--- src/rtl/aptt_pkg.sv ---
// ----------------------------------------------------------------------------
// aptt_pkg
// Shared widths, codes and reset constants of the adaptive poll timeout
// tracker.
// ----------------------------------------------------------------------------
package aptt_pkg;

    // Field widths
    localparam int TS_W      = 48;   // timestamps, intervals, averages
    localparam int TIMEOUT_W = 42;   // timeout in microseconds
    localparam int CFG_W     = 32;   // limit registers, milliseconds
    localparam int CMD_W     = 2;
    localparam int CFG_IDX_W = 1;

    // Shared divider: divisor width and digits retired per cycle
    localparam int DIVISOR_W     = 12;
    localparam int DIV_RADIX_W   = 4;
    localparam int SCALE_DIVISOR = 4000;  // quarter of whole milliseconds

    // Command codes
    localparam logic [CMD_W-1:0] CMD_START  = 2'd0;
    localparam logic [CMD_W-1:0] CMD_POLL   = 2'd1;
    localparam logic [CMD_W-1:0] CMD_LIMITS = 2'd2;

    // Configuration register indexes
    localparam logic [CFG_IDX_W-1:0] REG_MIN_TIMEOUT = 1'b0;
    localparam logic [CFG_IDX_W-1:0] REG_MAX_TIMEOUT = 1'b1;

    // Reset values
    localparam logic [CFG_W-1:0]     MIN_RESET_MS = 32'd5000;
    localparam logic [CFG_W-1:0]     MAX_RESET_MS = 32'd60000;
    localparam logic [TIMEOUT_W-1:0] RESET_LO_US  = 42'd5000000;

endpackage

--- src/rtl/adaptive_poll_timeout_tracker_core.sv ---
// ----------------------------------------------------------------------------
// adaptive_poll_timeout_tracker_core
// Start, limits-changed and unused codes: after acceptance the limits are ordered, the
// command executes and the result is loaded. Poll: the history is summed, divided for
// the mean and, unless the mean is below the minimum, divided again for the scaling,
// both on the shared 4-bit-per-cycle divider.
// One transaction in flight; the next can be taken in the cycle after the result is loaded,
// and a result held by a stalled consumer holds the sequencer.
// Reset: limits 5000/60000 ms, history seeded with 5000000 us, fill and head 1.
// ----------------------------------------------------------------------------
module adaptive_poll_timeout_tracker_core #(
    parameter int HISTORY_DEPTH = 5
) (
    input  logic                           clk,
    input  logic                           rst_n,
    // configuration write port
    input  logic                           cfg_write_en,
    input  logic [aptt_pkg::CFG_IDX_W-1:0] cfg_index,
    input  logic [aptt_pkg::CFG_W-1:0]     cfg_data,
    // command channel
    input  logic                           in_valid,
    output logic                           in_stall,
    input  logic [aptt_pkg::CMD_W-1:0]     command,
    input  logic [aptt_pkg::TS_W-1:0]      timestamp_us,
    // result channel
    output logic                           out_valid,
    input  logic                           out_stall,
    output logic [aptt_pkg::TIMEOUT_W-1:0] current_timeout_us,
    output logic [aptt_pkg::TS_W-1:0]      average_interval_us,
    output logic [aptt_pkg::TS_W-1:0]      last_interval_us,
    output logic                           abnormal
);
    import aptt_pkg::*;

    // Ring indexing and the widths that follow from the history depth
    localparam int HEAD_W = (HISTORY_DEPTH > 1) ? $clog2(HISTORY_DEPTH) : 1;
    localparam int FILL_W = $clog2(HISTORY_DEPTH + 1);
    localparam int SUM_W  = TS_W + $clog2(HISTORY_DEPTH);
    localparam logic [HEAD_W-1:0] START_HEAD = HEAD_W'(1 % HISTORY_DEPTH);
    localparam logic [HEAD_W-1:0] LAST_SLOT  = HEAD_W'(HISTORY_DEPTH - 1);

    typedef enum logic [3:0] {
        S_IDLE,
        S_LIMITS,
        S_EXEC,
        S_SUM,
        S_AVG_GO,
        S_AVG_WAIT,
        S_CHECK,
        S_SCALE_GO,
        S_SCALE_WAIT,
        S_ADD,
        S_CAP,
        S_RESULT
    } state_t;

    // Milliseconds to microseconds: x*1024 - x*16 - x*8
    function automatic logic [TIMEOUT_W-1:0] ms_to_us(input logic [CFG_W-1:0] ms);
        logic [TIMEOUT_W-1:0] x;
        x = TIMEOUT_W'(ms);
        return (x << 10) - (x << 4) - (x << 3);
    endfunction

    // Control and history state
    state_t              state_reg, state_next;
    logic [CFG_W-1:0]    min_ms_reg, max_ms_reg;
    logic [CMD_W-1:0]    cmd_reg;
    logic [TS_W-1:0]     ts_reg;
    logic [TS_W-1:0]     last_poll_reg, last_poll_next;
    logic [TS_W-1:0]     ring_reg [HISTORY_DEPTH];
    logic [TS_W-1:0]     ring_next [HISTORY_DEPTH];
    logic [FILL_W-1:0]   fill_reg, fill_next;
    logic [HEAD_W-1:0]   head_reg, head_next;
    logic [HEAD_W-1:0]   idx_reg, idx_next;
    logic [TIMEOUT_W-1:0] timeout_reg, timeout_next;
    logic [TS_W-1:0]     avg_reg, avg_next;
    logic [TS_W-1:0]     last_int_reg, last_int_next;
    logic                out_valid_reg, out_valid_next;

    // Working registers of one transaction
    logic [TIMEOUT_W-1:0] lo_reg, hi_reg;
    logic [SUM_W-1:0]     sum_reg, sum_next;
    logic [TS_W-1:0]      scaled_reg, scaled_next;
    logic [TS_W:0]        tsum_reg, tsum_next;
    logic                 load_out;

    // Shared divider hookup
    logic                 div_start;
    logic [SUM_W-1:0]     div_dividend;
    logic [DIVISOR_W-1:0] div_divisor;
    logic                 div_done;
    logic [SUM_W-1:0]     div_quot;

    logic                 accept;

    assign accept   = in_valid && !in_stall;
    assign in_stall = (state_reg != S_IDLE);

    aptt_div #(
        .DIVIDEND_W (SUM_W)
    ) u_div (
        .clk      (clk),
        .rst_n    (rst_n),
        .start    (div_start),
        .dividend (div_dividend),
        .divisor  (div_divisor),
        .done     (div_done),
        .quotient (div_quot)
    );

    // The divider serves the history mean first, then the quarter scaling of the mean
    always_comb
    begin
        div_start    = (state_reg == S_AVG_GO) || (state_reg == S_SCALE_GO);
        div_dividend = sum_reg;
        div_divisor  = DIVISOR_W'(fill_reg);
        if (state_reg == S_SCALE_GO)
        begin
            div_dividend = SUM_W'(avg_reg);
            div_divisor  = DIVISOR_W'(SCALE_DIVISOR);
        end
    end

    // Sequencer
    always_comb
    begin
        logic [TS_W-1:0] dur;
        logic [TS_W-1:0] q;

        state_next     = state_reg;
        last_poll_next = last_poll_reg;
        ring_next      = ring_reg;
        fill_next      = fill_reg;
        head_next      = head_reg;
        idx_next       = idx_reg;
        timeout_next   = timeout_reg;
        avg_next       = avg_reg;
        last_int_next  = last_int_reg;
        sum_next       = sum_reg;
        scaled_next    = scaled_reg;
        tsum_next      = tsum_reg;
        out_valid_next = out_valid_reg;
        load_out       = 1'b0;

        // A backwards timestamp saturates the interval to zero
        dur = (ts_reg >= last_poll_reg) ? (ts_reg - last_poll_reg) : '0;
        q   = div_quot[TS_W-1:0];

        // Drop the result once the consumer takes it
        if (out_valid_reg && !out_stall)
            out_valid_next = 1'b0;

        case (state_reg)
            S_IDLE:
            begin
                if (accept)
                    state_next = S_LIMITS;
            end
            S_LIMITS:
            begin
                state_next = S_EXEC;
            end
            S_EXEC:
            begin
                case (cmd_reg)
                    CMD_START:
                    begin
                        for (int i = 0; i < HISTORY_DEPTH; i++)
                            ring_next[i] = '0;
                        ring_next[0]   = TS_W'(lo_reg);
                        fill_next      = FILL_W'(1);
                        head_next      = START_HEAD;
                        timeout_next   = lo_reg;
                        avg_next       = TS_W'(lo_reg);
                        last_int_next  = TS_W'(lo_reg);
                        last_poll_next = ts_reg;
                        state_next     = S_RESULT;
                    end
                    CMD_POLL:
                    begin
                        ring_next[head_reg] = dur;
                        last_int_next       = dur;
                        head_next = (head_reg == LAST_SLOT) ? '0 : head_reg + HEAD_W'(1);
                        if (fill_reg < FILL_W'(HISTORY_DEPTH))
                            fill_next = fill_reg + FILL_W'(1);
                        last_poll_next = ts_reg;
                        idx_next       = '0;
                        sum_next       = '0;
                        state_next     = S_SUM;
                    end
                    CMD_LIMITS:
                    begin
                        if (timeout_reg < lo_reg)
                            timeout_next = lo_reg;
                        else if (timeout_reg > hi_reg)
                            timeout_next = hi_reg;
                        state_next = S_RESULT;
                    end
                    default:
                    begin
                        state_next = S_RESULT;
                    end
                endcase
            end
            S_SUM:
            begin
                sum_next = sum_reg + SUM_W'(ring_reg[idx_reg]);
                idx_next = idx_reg + HEAD_W'(1);
                if (idx_reg == LAST_SLOT)
                    state_next = S_AVG_GO;
            end
            S_AVG_GO:
            begin
                state_next = S_AVG_WAIT;
            end
            S_AVG_WAIT:
            begin
                if (div_done)
                begin
                    avg_next   = q;
                    state_next = S_CHECK;
                end
            end
            S_CHECK:
            begin
                if (avg_reg < TS_W'(lo_reg))
                begin
                    timeout_next = lo_reg;
                    state_next   = S_RESULT;
                end
                else
                begin
                    state_next = S_SCALE_GO;
                end
            end
            S_SCALE_GO:
            begin
                state_next = S_SCALE_WAIT;
            end
            S_SCALE_WAIT:
            begin
                if (div_done)
                begin
                    // whole quarters back to microseconds: q*1000
                    scaled_next = (q << 10) - (q << 4) - (q << 3);
                    state_next  = S_ADD;
                end
            end
            S_ADD:
            begin
                tsum_next  = {1'b0, avg_reg} + {1'b0, scaled_reg};
                state_next = S_CAP;
            end
            S_CAP:
            begin
                if (tsum_reg > (TS_W + 1)'(hi_reg))
                    timeout_next = hi_reg;
                else
                    timeout_next = tsum_reg[TIMEOUT_W-1:0];
                state_next = S_RESULT;
            end
            S_RESULT:
            begin
                // Hold until the output register is free
                if (!out_valid_reg || !out_stall)
                begin
                    load_out       = 1'b1;
                    out_valid_next = 1'b1;
                    state_next     = S_IDLE;
                end
            end
            default:
            begin
                state_next = S_IDLE;
            end
        endcase
    end

    // State, limit registers, history and the result valid flag
    always_ff @(posedge clk or negedge rst_n)
    begin
        if (!rst_n)
        begin
            state_reg     <= S_IDLE;
            min_ms_reg    <= MIN_RESET_MS;
            max_ms_reg    <= MAX_RESET_MS;
            last_poll_reg <= '0;
            for (int i = 0; i < HISTORY_DEPTH; i++)
                ring_reg[i] <= (i == 0) ? TS_W'(RESET_LO_US) : '0;
            fill_reg      <= FILL_W'(1);
            head_reg      <= START_HEAD;
            idx_reg       <= '0;
            timeout_reg   <= RESET_LO_US;
            avg_reg       <= TS_W'(RESET_LO_US);
            last_int_reg  <= TS_W'(RESET_LO_US);
            out_valid_reg <= 1'b0;
        end
        else
        begin
            state_reg <= state_next;
            if (cfg_write_en)
            begin
                case (cfg_index)
                    REG_MIN_TIMEOUT: min_ms_reg <= cfg_data;
                    REG_MAX_TIMEOUT: max_ms_reg <= cfg_data;
                    default:         ;
                endcase
            end
            last_poll_reg <= last_poll_next;
            ring_reg      <= ring_next;
            fill_reg      <= fill_next;
            head_reg      <= head_next;
            idx_reg       <= idx_next;
            timeout_reg   <= timeout_next;
            avg_reg       <= avg_next;
            last_int_reg  <= last_int_next;
            out_valid_reg <= out_valid_next;
        end
    end

    // Transaction working registers and the result payload
    always_ff @(posedge clk)
    begin
        if (accept)
        begin
            cmd_reg <= command;
            ts_reg  <= timestamp_us;
        end
        // Order the limit pair and scale it to microseconds
        if (state_reg == S_LIMITS)
        begin
            lo_reg <= ms_to_us((min_ms_reg < max_ms_reg) ? min_ms_reg : max_ms_reg);
            hi_reg <= ms_to_us((min_ms_reg > max_ms_reg) ? min_ms_reg : max_ms_reg);
        end
        sum_reg    <= sum_next;
        scaled_reg <= scaled_next;
        tsum_reg   <= tsum_next;
        if (load_out)
        begin
            current_timeout_us  <= timeout_reg;
            average_interval_us <= avg_reg;
            last_interval_us    <= last_int_reg;
            abnormal            <= (avg_reg > TS_W'(timeout_reg));
        end
    end

    assign out_valid = out_valid_reg;

    // ------------------------------------------------------------------------
    // Assertions
    // ------------------------------------------------------------------------
    a_fill_range: assert property (@(posedge clk) disable iff (!rst_n)
        (fill_reg >= FILL_W'(1)) && (fill_reg <= FILL_W'(HISTORY_DEPTH)))
        else $error("history fill count out of range");

    a_head_range: assert property (@(posedge clk) disable iff (!rst_n)
        head_reg <= LAST_SLOT)
        else $error("ring head beyond the last slot");

    a_accept_starts: assert property (@(posedge clk) disable iff (!rst_n)
        accept |=> (state_reg == S_LIMITS))
        else $error("accepted command did not start the sequencer");

    a_timeout_in_limits: assert property (@(posedge clk) disable iff (!rst_n)
        ((state_reg == S_RESULT)
         && ((cmd_reg == CMD_START) || (cmd_reg == CMD_POLL) || (cmd_reg == CMD_LIMITS)))
        |-> ((timeout_reg >= lo_reg) && (timeout_reg <= hi_reg)))
        else $error("timeout outside the limits after a command");

endmodule

--- src/rtl/aptt_div.sv ---
// ----------------------------------------------------------------------------
// aptt_div
// Iterative restoring divider with a narrow divisor; retires DIV_RADIX_W
// quotient bits per cycle.
// ----------------------------------------------------------------------------
module aptt_div #(
    parameter int DIVIDEND_W = 51
) (
    input  logic                           clk,
    input  logic                           rst_n,
    input  logic                           start,
    input  logic [DIVIDEND_W-1:0]          dividend,
    input  logic [aptt_pkg::DIVISOR_W-1:0] divisor,
    output logic                           done,
    output logic [DIVIDEND_W-1:0]          quotient
);
    import aptt_pkg::*;

    localparam int STEPS = (DIVIDEND_W + DIV_RADIX_W - 1) / DIV_RADIX_W;
    localparam int DIV_W = STEPS * DIV_RADIX_W;
    localparam int CNT_W = (STEPS > 1) ? $clog2(STEPS) : 1;

    logic                 busy_reg;
    logic                 done_reg;
    logic [CNT_W-1:0]     cnt_reg;
    logic [DIV_W-1:0]     quot_reg;
    logic [DIV_W-1:0]     quot_next;
    logic [DIVISOR_W-1:0] rem_reg;
    logic [DIVISOR_W-1:0] rem_next;
    logic [DIVISOR_W-1:0] divisor_reg;

    // Shift in DIV_RADIX_W dividend bits, restoring subtract for each
    always_comb
    begin
        logic [DIV_W-1:0]   q_v;
        logic [DIVISOR_W:0] r_v;
        q_v = quot_reg;
        r_v = {1'b0, rem_reg};
        for (int k = 0; k < DIV_RADIX_W; k++)
        begin
            r_v = {r_v[DIVISOR_W-1:0], q_v[DIV_W-1]};
            q_v = {q_v[DIV_W-2:0], 1'b0};
            if (r_v >= {1'b0, divisor_reg})
            begin
                r_v    = r_v - {1'b0, divisor_reg};
                q_v[0] = 1'b1;
            end
        end
        quot_next = q_v;
        rem_next  = r_v[DIVISOR_W-1:0];
    end

    always_ff @(posedge clk or negedge rst_n)
    begin
        if (!rst_n)
        begin
            busy_reg <= 1'b0;
            done_reg <= 1'b0;
            cnt_reg  <= '0;
        end
        else
        begin
            done_reg <= busy_reg && (cnt_reg == CNT_W'(STEPS - 1));
            if (start)
            begin
                busy_reg <= 1'b1;
                cnt_reg  <= '0;
            end
            else if (busy_reg)
            begin
                if (cnt_reg == CNT_W'(STEPS - 1))
                    busy_reg <= 1'b0;
                cnt_reg <= cnt_reg + CNT_W'(1);
            end
        end
    end

    always_ff @(posedge clk)
    begin
        if (start)
        begin
            quot_reg    <= DIV_W'(dividend);
            rem_reg     <= '0;
            divisor_reg <= divisor;
        end
        else if (busy_reg)
        begin
            quot_reg <= quot_next;
            rem_reg  <= rem_next;
        end
    end

    assign done     = done_reg;
    assign quotient = quot_reg[DIVIDEND_W-1:0];

endmodule

--- config.mk ---
export PLATFORM = sky130hd
export DESIGN_NAME = adaptive_poll_timeout_tracker_core
export DESIGN_NICKNAME = d
export VERILOG_FILES = /design/src/rtl/aptt_pkg.sv /design/src/rtl/adaptive_poll_timeout_tracker_core.sv /design/src/rtl/aptt_div.sv
export SDC_FILE = /design/constraint.sdc
export NUM_CORES = 2
export LEC_CHECK = 0
export BUFFER_PORTS_ARGS = -buffer_cell sky130_fd_sc_hd__buf_2
export CAP_MARGIN = 20
export CORE_MARGIN = 2
export CORE_UTILIZATION = 50
export CTS_BUF_LIST = sky130_fd_sc_hd__clkbuf_8
export DETAILED_ROUTE_END_ITERATION = 16
export PLACE_DENSITY = 0.69
export SYNTH_ARGS = -nofsm -noshare
export SYNTH_HDL_FRONTEND = slang
export SYNTH_SLANG_ARGS = --single-unit
--- constraint.sdc ---
create_clock -name clk -period 7.9 [get_ports clk]
set_clock_uncertainty 0.1 [all_clocks]
set_input_delay 0.395 -clock clk [delete_from_list [all_inputs] [get_ports clk]]
set_output_delay 0.395 -clock clk [all_outputs]
set_load 0.05 [all_outputs]
==> flow_metrics.tcl <==
set metrics [dict create \
    run_status "complete, but fails checks" \
    violations "negative setup slack" \
    final_nets 7431 \
    drt_first_pass_iters 6 \
    synth_xor_xnor_area_share 0.0374 \
    std_cell_rows 129 \
    fin_crit_ns 7.91 \
    die-width_um 358 \
    synth.area.mux_share 0.0464 \
    synthesis_stage_register_bit_count 990 \
    core-area_um2 124000 \
    numPortBuffers 228 \
    die-height_um 358 \
    place.detailed.hpwl_um 147000 \
    worstPathArrival_ns 8.63 \
    totalWireLength_um 199000 \
    grt_antenna_before_repair 14 \
    fin_hold_ws_ns 0.0391 \
    synth_warnings 0 \
    placement.setup.worst_slack_ns -0.387 \
    drt_drc_violations_left 0 \
    timing.final.hold_violations 0 \
    rsz0062_at_grt "true" \
    count_of_antenna_violating_nets_left_after_detailed_routing 0 \
    grt_max_degree 149 \
    worst-setup-path-type "register to register" \
    cell_area_after_synthesis_um2 62600 \
    synth_edf_count 467 \
    yosys.area_share.simple 0.119 \
    share_of_final_layout_standard_cells_stronger_than_drive_strength_1 0.142 \
    final_util 0.577 \
    initialDrtViolationCount 5194 \
    ctsHtreeMaxLevel 4 \
    grt-ovfl-total 0 \
    clkLatencyLatePin_ns 0.92 \
    final_max_slew_viol_count 0 \
    yosys.area_share.adder 0.141 \
    worst-path-max-fanout 5 \
    io-pin-count 229 \
    timing.reg2reg.worst_path_depth 39 \
    cp-end-kind "register" \
    placed_cell_area_um2 66700 \
    crit_path_start_kind "register" \
    design_area_um2 71500 \
    globalplace.congestion 0.942 \
    synth_seq_area_share 0.433 \
    mappedNetlistNets 6965 \
    min-delay-path-class "input port to async pin" \
    vias_in_the_first_global_route 48700 \
    final.setup.worst_slack_ns -0.0125 \
    slew-limit-headroom 0.230 \
    tritoncts_buffer_count 172 \
    cts.path.max_buffers 3 \
    avgSynthCellArea_um2 10.0 \
    detailroute.via_count 50700 \
    main_combinational_cell_family_by_area_after_synthesis "compound AO/OA/AOI/OAI gates" \
    timing.fmax_ghz 0.126 \
    yosysUniqueCellTypes 101 \
    cts_root_buffer "clkbuf_8" \
    area_growth_pct 14.4 \
    grt_first_pass_wirelength_um 298000 \
    crit_path_top_delay_cell "a2111o_1" \
    largest_register_ffs 240 \
    die-area_um2 128000 \
    route.detailed.wl_per_inst_um 23.4 \
    cts.sink_count 990 \
    synth_flop_cell "edfxtp_1" \
    synth-compound-area-share 0.182 \
    crit_required_ns 8.62 \
    routed_via_density 5.97 \
    grt_usage 0.308 \
    mostFrequentLayoutCell "nand2_1" \
    cts_tree "yes" \
    final_cell_mix "nand2_1, ha_1, inv_1" \
    max-cap-violations 0 \
    initial_core_utilization 0.505 \
    ys_async_sr_fraction 0.515 \
    max_slew.worst_pin.slew_ns 1.14 \
    synthCells 6230 \
    finalCritPeriodShare 1.00 \
    critical_path_s_largest_stage_delay_ns 0.43 \
    worst_setup_hold_path_clk_slew_ns 0.07 \
    setup_viol 1 \
]
==> per-stage QoR <==
step / setup TNS [ns] / std cells
detailed placement: -3.28 / 8045
finish: -0.0125 / 8488
CTS: 0 / 8470
global placement: -0.766 / 8045
floorplan: -0.377 / 6230
global route: -3.47 / 8484
==> critical path: cells and delay by family, from the launching register on <==
family / cells / cell delay [ns]
adder cells (fa/ha/maj): 5 / 1.37
buffers and inverters: 4 / 0.35
AO/OA/AOI/OAI: 15 / 3.40
flip-flops: 1 / 0.37
multiplexers: 1 / 0.30
XOR/XNOR: 1 / 0.18
AND/OR/NAND/NOR: 13 / 1.74
==> worst paths after layout <==
kind                       slack [ns]                          startpoint                             end
hold reg to reg                  0.35        last_int_reg[40]$_DFFE_PN0P_  last_interval_us[40]$_DFFE_PP_
hold / removal                   0.04                               rst_n      min_ms_reg[13]$_DFFE_PN0P_
setup / recovery                -0.01  u_div.divisor_reg[0]$_SDFFCE_PP0N_   u_div.rem_reg[0]$_SDFFE_PN0P_
max in group asynchronous        6.14                               rst_n          idx_reg[0]$_DFFE_PN0P_
min in group clk                 0.09                    timestamp_us[12]            ts_reg[12]$_DFFE_PP_
setup reg to reg                -0.01  u_div.divisor_reg[0]$_SDFFCE_PP0N_   u_div.rem_reg[0]$_SDFFE_PN0P_
==> cells by family after synthesis <==
kind of cell,count (synthesis)
AOI/OAI and AO/OA,1758
DFF,990
and+or+nand+nor,1610
buffers and inverters,682
adders and majority gates,647
xor gates and xnor gates,267
muxes,276
==> area by class of cell <==
cell class,count,area (µm²)
sequential,990,27100
timing repair buffer,522,3660
fill,10600,52400
clock inverter,128,812
clock buffer,195,2680
tap,1637,2050
antenna,6,15.0
multi-input combinational,4558,33500
inverter,452,1700
==> cells in the mapped netlist, types with 169 or more instances <==
cell,n,share of area
inv_1,449,0.027
edfxtp_1,467,0.22
dfrtp_1,464,0.19
mux2i_1,169,0.027
ha_1,553,0.11
o21ai_0,419,0.034
a21oi_1,439,0.035
nand2_1,575,0.034
a21o_1,192,0.023
xnor2_1,179,0.025
clkbuf_1,188,0.011
nor2_1,455,0.027
==> layer usage <==
layer | wire length [µm] | global-route usage | vias up | part of all wire
li1 | - | - | 23600 | -
met1 | 85800 | 0.427 | 24800 | 0.43
met2 | 88900 | 0.470 | 1947 | 0.45
met3 | 16100 | 0.0624 | 364 | 0.081
met4 | 8050 | 0.129 | 2 | 0.040
met5 | 13 | 0 | - | 0.000065
==> repair_timing <==
| action | in CTS | in global routing |
|---|---|---|
| setup buffers | 12 | 11 |
| hold endpoints to repair | 220 | 0 |
| endpoints found under the setup margin | 13 | 16 |
| pin swaps | 25 | 23 |
| hold buffers | 90 | 0 |
| gates resized for setup | 16 | 35 |
Power is not shown: default switching activity piles up to over one toggle a cycle in this logic, so the estimate is an artifact.
